**src/sv/sst_pkg.sv**
```systemverilog
// ----------------------------------------------------------------------------
// sst_pkg
// Shared types and constants for the sorted set table: word widths, the
// operation codes and the result status codes.
// ----------------------------------------------------------------------------
package sst_pkg;

  localparam int unsigned WORD_W   = 32;
  localparam int unsigned POS_W    = 4;
  localparam int unsigned COUNT_W  = 4;
  localparam int unsigned STATUS_W = 3;

  // operation carried by an input word
  typedef enum logic {
    OP_PUSH = 1'b0,
    OP_POP  = 1'b1
  } opcode_e;

  // status carried by a result word
  typedef enum logic [STATUS_W-1:0] {
    ST_OK     = 3'd0,
    ST_DUP    = 3'd1,
    ST_FULL   = 3'd2,
    ST_EMPTY  = 3'd3,
    ST_BADPOS = 3'd4
  } status_e;

endpackage

```
**src/sv/sorted_set_table_unit.sv**
```systemverilog
// ----------------------------------------------------------------------------
// sorted_set_table_unit
// Fixed-capacity set of signed words kept in ascending order with no
// duplicates. Push inserts in sorted place, pop removes by 1-based position.
// Entries live in one synchronous RAM; a sequencer walks it one slot a cycle.
// ----------------------------------------------------------------------------
//  channel | direction | handshake                 | payload
//  --------+-----------+---------------------------+------------------------------
//  in      | input     | in_valid_i / in_ready_o   | opcode_i, value_i, position_i
//  out     | output    | out_valid_o / out_ready_i | status_o, popped_value_o,
//          |           |                           | stored_count_o
//
//  push: scans up one RAM slot per cycle, carrying larger entries one slot higher
//  pop: moves the later entries down one slot per cycle
//  rejected words (full, empty, bad position) skip the RAM walk; a duplicate ends
//  the scan where it is found
//  reset clears count and control state, not the RAM; RAM is never read before written
//  a word is accepted only when the sequencer is idle; a waiting result does
//  not block the next accept, but the next result waits for the output register
// ----------------------------------------------------------------------------
module sorted_set_table_unit #(
  parameter int unsigned CAPACITY = 8
) (
  input  logic                                clk_i,
  input  logic                                rst_ni,
  input  logic                                in_valid_i,
  output logic                                in_ready_o,
  input  logic                                opcode_i,
  input  logic signed [sst_pkg::WORD_W-1:0]   value_i,
  input  logic [sst_pkg::POS_W-1:0]           position_i,
  output logic                                out_valid_o,
  input  logic                                out_ready_i,
  output logic [sst_pkg::STATUS_W-1:0]        status_o,
  output logic signed [sst_pkg::WORD_W-1:0]   popped_value_o,
  output logic [sst_pkg::COUNT_W-1:0]         stored_count_o
);
  import sst_pkg::*;

  localparam int unsigned AW = $clog2(CAPACITY);
  localparam int unsigned CW = $clog2(CAPACITY + 1);
  localparam int unsigned PW = (CW > POS_W) ? CW : POS_W;

  typedef enum logic [2:0] {
    S_IDLE,
    S_SCAN,
    S_TAIL,
    S_TAKE,
    S_SHIFT,
    S_DONE
  } state_e;

  state_e                    state_q;
  logic [CW-1:0]             count_q;
  logic [AW-1:0]             idx_q;
  logic signed [WORD_W-1:0]  val_q;
  logic signed [WORD_W-1:0]  carry_q;
  logic signed [WORD_W-1:0]  taken_q;
  logic                      found_q;
  status_e                   res_q;
  logic                      out_valid_q;
  status_e                   status_q;
  logic signed [WORD_W-1:0]  popped_q;
  logic [COUNT_W-1:0]        count_out_q;

  // entry RAM
  logic signed [WORD_W-1:0]  mem_q [CAPACITY];
  logic signed [WORD_W-1:0]  rdata_q;
  logic                      rd_en;
  logic [AW-1:0]             rd_addr;
  logic                      wr_en;
  logic [AW-1:0]             wr_addr;
  logic signed [WORD_W-1:0]  wr_data;

  // decode helpers
  logic            accept;
  logic            is_full;
  logic            is_empty;
  logic            pos_bad;
  logic [PW-1:0]   pos_m1;
  logic            last;
  logic            hit;
  logic            shift;

  assign in_ready_o = (state_q == S_IDLE);
  assign accept     = in_valid_i && in_ready_o;
  assign is_full    = (count_q == CW'(CAPACITY));
  assign is_empty   = (count_q == '0);
  assign pos_bad    = (position_i == '0) || (PW'(position_i) > PW'(count_q));
  assign pos_m1     = PW'(position_i) - PW'(1);
  assign last       = (CW'(idx_q) == (count_q - CW'(1)));
  assign hit        = !found_q && (rdata_q == val_q);
  assign shift      = found_q || (rdata_q > val_q);

  // ram port control
  always_comb begin
    rd_en   = 1'b0;
    rd_addr = '0;
    wr_en   = 1'b0;
    wr_addr = idx_q;
    wr_data = carry_q;
    unique case (state_q)
      S_IDLE: begin
        if (accept) begin
          if (opcode_e'(opcode_i) == OP_PUSH) begin
            rd_en = !is_full && !is_empty;
          end else begin
            rd_en   = !is_empty && !pos_bad;
            rd_addr = pos_m1[AW-1:0];
          end
        end
      end
      S_SCAN: begin
        wr_en   = !hit && shift;
        rd_en   = !hit && !last;
        rd_addr = idx_q + AW'(1);
      end
      S_TAIL: begin
        wr_en   = 1'b1;
        wr_addr = count_q[AW-1:0];
      end
      S_TAKE: begin
        rd_en   = !last;
        rd_addr = idx_q + AW'(1);
      end
      S_SHIFT: begin
        wr_en   = 1'b1;
        wr_addr = idx_q - AW'(1);
        wr_data = rdata_q;
        rd_en   = !last;
        rd_addr = idx_q + AW'(1);
      end
      S_DONE: begin
      end
      default: begin
      end
    endcase
  end

  // ram array, one write and one registered read per cycle
  always_ff @(posedge clk_i) begin
    if (wr_en) begin
      mem_q[wr_addr] <= wr_data;
    end
    if (rd_en) begin
      rdata_q <= mem_q[rd_addr];
    end
  end

  // sequencer and output register
  always_ff @(posedge clk_i or negedge rst_ni) begin
    if (!rst_ni) begin
      state_q     <= S_IDLE;
      count_q     <= '0;
      idx_q       <= '0;
      val_q       <= '0;
      carry_q     <= '0;
      taken_q     <= '0;
      found_q     <= 1'b0;
      res_q       <= ST_OK;
      out_valid_q <= 1'b0;
      status_q    <= ST_OK;
      popped_q    <= '0;
      count_out_q <= '0;
    end else begin
      // result register handshake
      if ((state_q == S_DONE) && (!out_valid_q || out_ready_i)) begin
        out_valid_q <= 1'b1;
      end else if (out_valid_q && out_ready_i) begin
        out_valid_q <= 1'b0;
      end
      unique case (state_q)
        S_IDLE: begin
          if (accept) begin
            val_q   <= value_i;
            carry_q <= value_i;
            taken_q <= '0;
            found_q <= 1'b0;
            idx_q   <= '0;
            if (opcode_e'(opcode_i) == OP_PUSH) begin
              priority if (is_full) begin
                res_q   <= ST_FULL;
                state_q <= S_DONE;
              end else if (is_empty) begin
                state_q <= S_TAIL;
              end else begin
                state_q <= S_SCAN;
              end
            end else begin
              priority if (is_empty) begin
                res_q   <= ST_EMPTY;
                state_q <= S_DONE;
              end else if (pos_bad) begin
                res_q   <= ST_BADPOS;
                state_q <= S_DONE;
              end else begin
                idx_q   <= pos_m1[AW-1:0];
                state_q <= S_TAKE;
              end
            end
          end
        end
        // walk up through the entries, carrying each one above the value one slot higher; stop on a duplicate
        S_SCAN: begin
          if (hit) begin
            res_q   <= ST_DUP;
            state_q <= S_DONE;
          end else begin
            if (shift) begin
              carry_q <= rdata_q;
              found_q <= 1'b1;
            end
            if (last) begin
              state_q <= S_TAIL;
            end else begin
              idx_q <= idx_q + AW'(1);
            end
          end
        end
        // top slot gets the carried word
        S_TAIL: begin
          count_q <= count_q + CW'(1);
          res_q   <= ST_OK;
          state_q <= S_DONE;
        end
        S_TAKE: begin
          taken_q <= rdata_q;
          if (last) begin
            count_q <= count_q - CW'(1);
            res_q   <= ST_OK;
            state_q <= S_DONE;
          end else begin
            idx_q   <= idx_q + AW'(1);
            state_q <= S_SHIFT;
          end
        end
        // close the gap one slot a cycle
        S_SHIFT: begin
          if (last) begin
            count_q <= count_q - CW'(1);
            res_q   <= ST_OK;
            state_q <= S_DONE;
          end else begin
            idx_q <= idx_q + AW'(1);
          end
        end
        S_DONE: begin
          if (!out_valid_q || out_ready_i) begin
            status_q    <= res_q;
            popped_q    <= taken_q;
            count_out_q <= COUNT_W'(count_q);
            state_q     <= S_IDLE;
          end
        end
        default: begin
          state_q <= S_IDLE;
        end
      endcase
    end
  end

  assign out_valid_o    = out_valid_q;
  assign status_o       = status_q;
  assign popped_value_o = popped_q;
  assign stored_count_o = count_out_q;

endmodule

```
**config.mk**
```make
export PLATFORM = sky130hd
export DESIGN_NAME = sorted_set_table_unit
export DESIGN_NICKNAME = d
export VERILOG_FILES = /design/src/sv/sst_pkg.sv /design/src/sv/sorted_set_table_unit.sv
export SDC_FILE = /design/constraint.sdc
export NUM_CORES = 1
export LEC_CHECK = 0
export BUFFER_PORTS_ARGS = -buffer_cell sky130_fd_sc_hd__buf_2
export CAP_MARGIN = 25
export CELL_PAD_IN_SITES_DETAIL_PLACEMENT = 1
export CELL_PAD_IN_SITES_GLOBAL_PLACEMENT = 1
export CORE_UTILIZATION = 25
export DETAILED_ROUTE_END_ITERATION = 8
export GPL_ROUTABILITY_DRIVEN = 0
export HOLD_SLACK_MARGIN = 0.08
export MAX_ROUTING_LAYER = met4
export PLACE_DENSITY = 0.51
export RECOVER_POWER = 25
export REMOVE_ABC_BUFFERS = 1
export SYNTH_ARGS = -nofsm -noshare
export SYNTH_HDL_FRONTEND = slang
export SYNTH_SLANG_ARGS = --single-unit
```
**constraint.sdc**
```tcl
create_clock -name clk_i -period 14.02 [get_ports clk_i]
set_input_delay 1.402 -clock clk_i [delete_from_list [all_inputs] [get_ports clk_i]]
set_output_delay 1.402 -clock clk_i [all_outputs]
set_load 0.01 [all_outputs]
```
==> results.py <==
metrics = {
    "global_routing": {
        "grt_overflow": 0,
        "antenna_found_initial": 0,
        "grt_max_degree": 81,
        "grt_first_pass_wirelength_mm": 86.2,
        "grtUsageTotal_pct": 15.2,
        "grt_pass1_vias": 13448,
    },
    "cells_and_area": {
        "final_nets": 1809,
        "n_fill_cell": 8392,
        "drive_gt1_share_pct": 18.0,
        "post_layout_nonfiller_instances": 2747,
        "syn_to_final_growth_pct": 16.8,
    },
    "clock_network": {
        "postCtsSetupBuffers": 0,
        "cts_resized": 0,
        "cts_sinks": 438,
        "path_clk_slew_ns": 0.06,
        "cts_hold_buf": 0,
        "clock_path_buffers": 3,
        "insertion_delay_ns": 0.61,
        "numCtsBuffers": 51,
        "cts_tree": "built",
        "cts_root_buf": "clkbuf_16",
        "cts_max_level": 2,
    },
    "min_path": {
        "holdCritPathClass": "flip-flop to flip-flop",
        "hold_depth": 1,
    },
    "routing": {
        "drt_iter0_drc": 612,
        "post_drt_via_cell_ratio": 4.61,
        "drcViolationCount": 0,
        "vias": 12653,
        "wl_per_cell_um": 20.6,
        "antenna_left": 0,
        "first_pass_iters": 5,
        "totalWireLength_mm": 56.5,
    },
    "power": {
        "powerDensity_mw_per_mm2": 289,
        "p_leak_nw": 8.96,
        "p_total_mw": 6.47,
        "ir_drop_mv": 0.264,
    },
    "timing": {
        "period_share_pct": 43.0,
        "maxSlewViolCount": 279,
        "slew-limit-headroom_pct": -149,
        "clock_skew_ns": 0.0297,
        "setup-tns-final_ns": 0,
        "setup_viol_count_final": 0,
        "hold_violations": 0,
        "worstMarginPinSlew_ns": 3.74,
        "max_freq_mhz": 166,
        "rsz0062_at_grt": "false",
        "period_needed_ns": 6.03,
    },
    "yosys": {
        "ys_top_cells_by_area": "edfxtp_1 45%, dfrtp_1 20%, nand2_1 9.9%",
        "ys_top_cells_by_count": "504 x nand2_1, 288 x edfxtp_1, 195 x nand3_1",
        "ys_seq_elements": 438,
        "ys_types": 65,
        "yosysMostFrequentCell": "nand2_1",
        "yosysSeqAreaShare_pct": 64.8,
        "yosys.area.top_type": "edfxtp_1",
        "syn-cell-area_sq_mm": 0.0191,
        "synth_edf_count": 288,
        "synthCells": 1656,
        "synth_ff_type": "edfxtp_1",
        "yosysTopAreaCellShare_pct": 45.2,
        "yosys_warnings": 0,
        "avgSynthCellArea_sq_um": 11.6,
        "postSynth.asyncResetShare_pct": 34.2,
    },
    "worst_setup_path": {
        "reg2reg_depth": 9,
        "worst_path_max_delay_cell": "clkbuf_1",
        "crit_path_frequent_cell": "clkbuf_1",
        "path_max_fanout": 65,
        "slowest_delay_ns": 2.75,
        "critPathCaptureType": "async pin",
        "path_buf_inv": 2,
        "start_kind": "primary input",
        "r2r_setup_slack_ns": 8.12,
        "arrival_ns": 5.87,
        "worstSetupPathType": "primary input to async pin",
        "crit_required_ns": 13.85,
        "worstSetupPathDepth": 2,
        "path_cells": "clkbuf_1 -> clkbuf_1",
        "path_delay_family": "buffers and inverters",
    },
    "status": {
        "status": "finished with violations",
        "violations": "capacitance limit, slew limit",
    },
    "die": {
        "row_count": 101,
        "dieWidth_um": 279,
        "dieHeight_um": 279,
        "core-area_sq_mm": 0.0758,
        "initial_core_util_pct": 25.3,
        "dieArea_sq_mm": 0.0777,
        "io_pins": 82,
    },
    "place": {
        "io_buffers": 81,
        "post-place-cells": 2651,
        "dp_hpwl_mm": 32.7,
    },
    "job": {
        "drv_cap": 7,
    },
}
## per-stage QoR
stage | util (%) | cell area, sq um | setup slack, ns | hold WS, ns
6_report | 29.5 | 22400 | 7.99 | 0.488
5_1_grt | 29.5 | 22400 | 6.96 | 0.507
4_1_cts | 29.5 | 22400 | 9.45 | 0.493
3_5_place_dp | 27.4 | 20700 | 9.50 | 0.477
3_3_place_gp | 27.4 | 20700 | 9.55 | 0.468
2_1_floorplan | - | 18700 | 5.13 | 0.452
## path summary, 6_finish.rpt
kind / from / end
hold reg to reg: res_q[0] / res_q[0]
hold / removal: res_q[0] / res_q[0]
setup / recovery: rst_ni / taken_q[26]
min in group asynchronous: rst_ni / popped_value_o[28]
max in group clk_i: state_q[1] / rdata_q[4]
setup reg to reg: state_q[1] / rdata_q[4]
## metal layers
| layer | track usage [%] | share of wire, % | up-vias |
|---|---|---|---|
| met5 | - | 0 | - |
| met4 | 4.06 | 1.9 | 0 |
| met3 | 1.74 | 2.8 | 69 |
| met2 | 24.7 | 48 | 172 |
| met1 | 20.2 | 47 | 6474 |
| li1 | - | - | 5938 |
## layout make-up
cell class	count	area [sq um]	area share [%]
Clock inverter	27	267	1.19
Tap cell	978	1220	5.47
Inverter	44	165	0.739
Clock buffer	68	1390	6.22
Sequential cell	438	12400	55.5
Antenna cell	1	2.50	0.0112
Multi-Input combinational cell	1080	6300	28.2
Timing Repair Buffer	111	611	2.73
## registers in the layout, indices dropped and copies added (netlist names), 3 cells and up
register / cells
mem_q: 256
status_o: 3
taken_q: 32
state_q: 3
count_q: 4
val_q: 32
carry_q: 32
rdata_q: 32
res_q: 3
idx_q: 3
stored_count_o: 4
popped_value_o: 32
## where the power goes
part           total (mW)  internal, mW  switching, mW
registers            2.38          2.15          0.238
logic                2.76         0.893           1.87
clock network        1.33         0.773          0.553
## cells in the final DEF, fill, tap and decap left out, types with 9 or more instances in the layout
cell type,synthesis,layout
clkbuf_1,69,19
dfrtp_1,150,150
mux2_4,30,30
buf_2,10,80
ha_1,42,42
edfxtp_1,288,288
buf_4,0,25
nor2_1,22,22
clkinv_2,0,10
o21ai_1,17,16
nand3_1,195,195
o21ai_0,65,65
clkbuf_16,0,52
a21oi_1,28,24
mux2_2,74,74
nand4_1,9,9
nand2_1,504,503
inv_1,44,44
## cell families after synthesis
group / count (synthesis) / synth area share [%]
muxes: 110 / 7.10
buffers and inverters: 138 / 3.03
xor gates and xnor gates: 10 / 0.457
adders and majority gates: 42 / 2.74
DFF: 438 / 64.8
and+or+nand+nor: 771 / 17.4
AOI/OAI and AO/OA: 147 / 4.50
(Power assumes the default switching activity.)
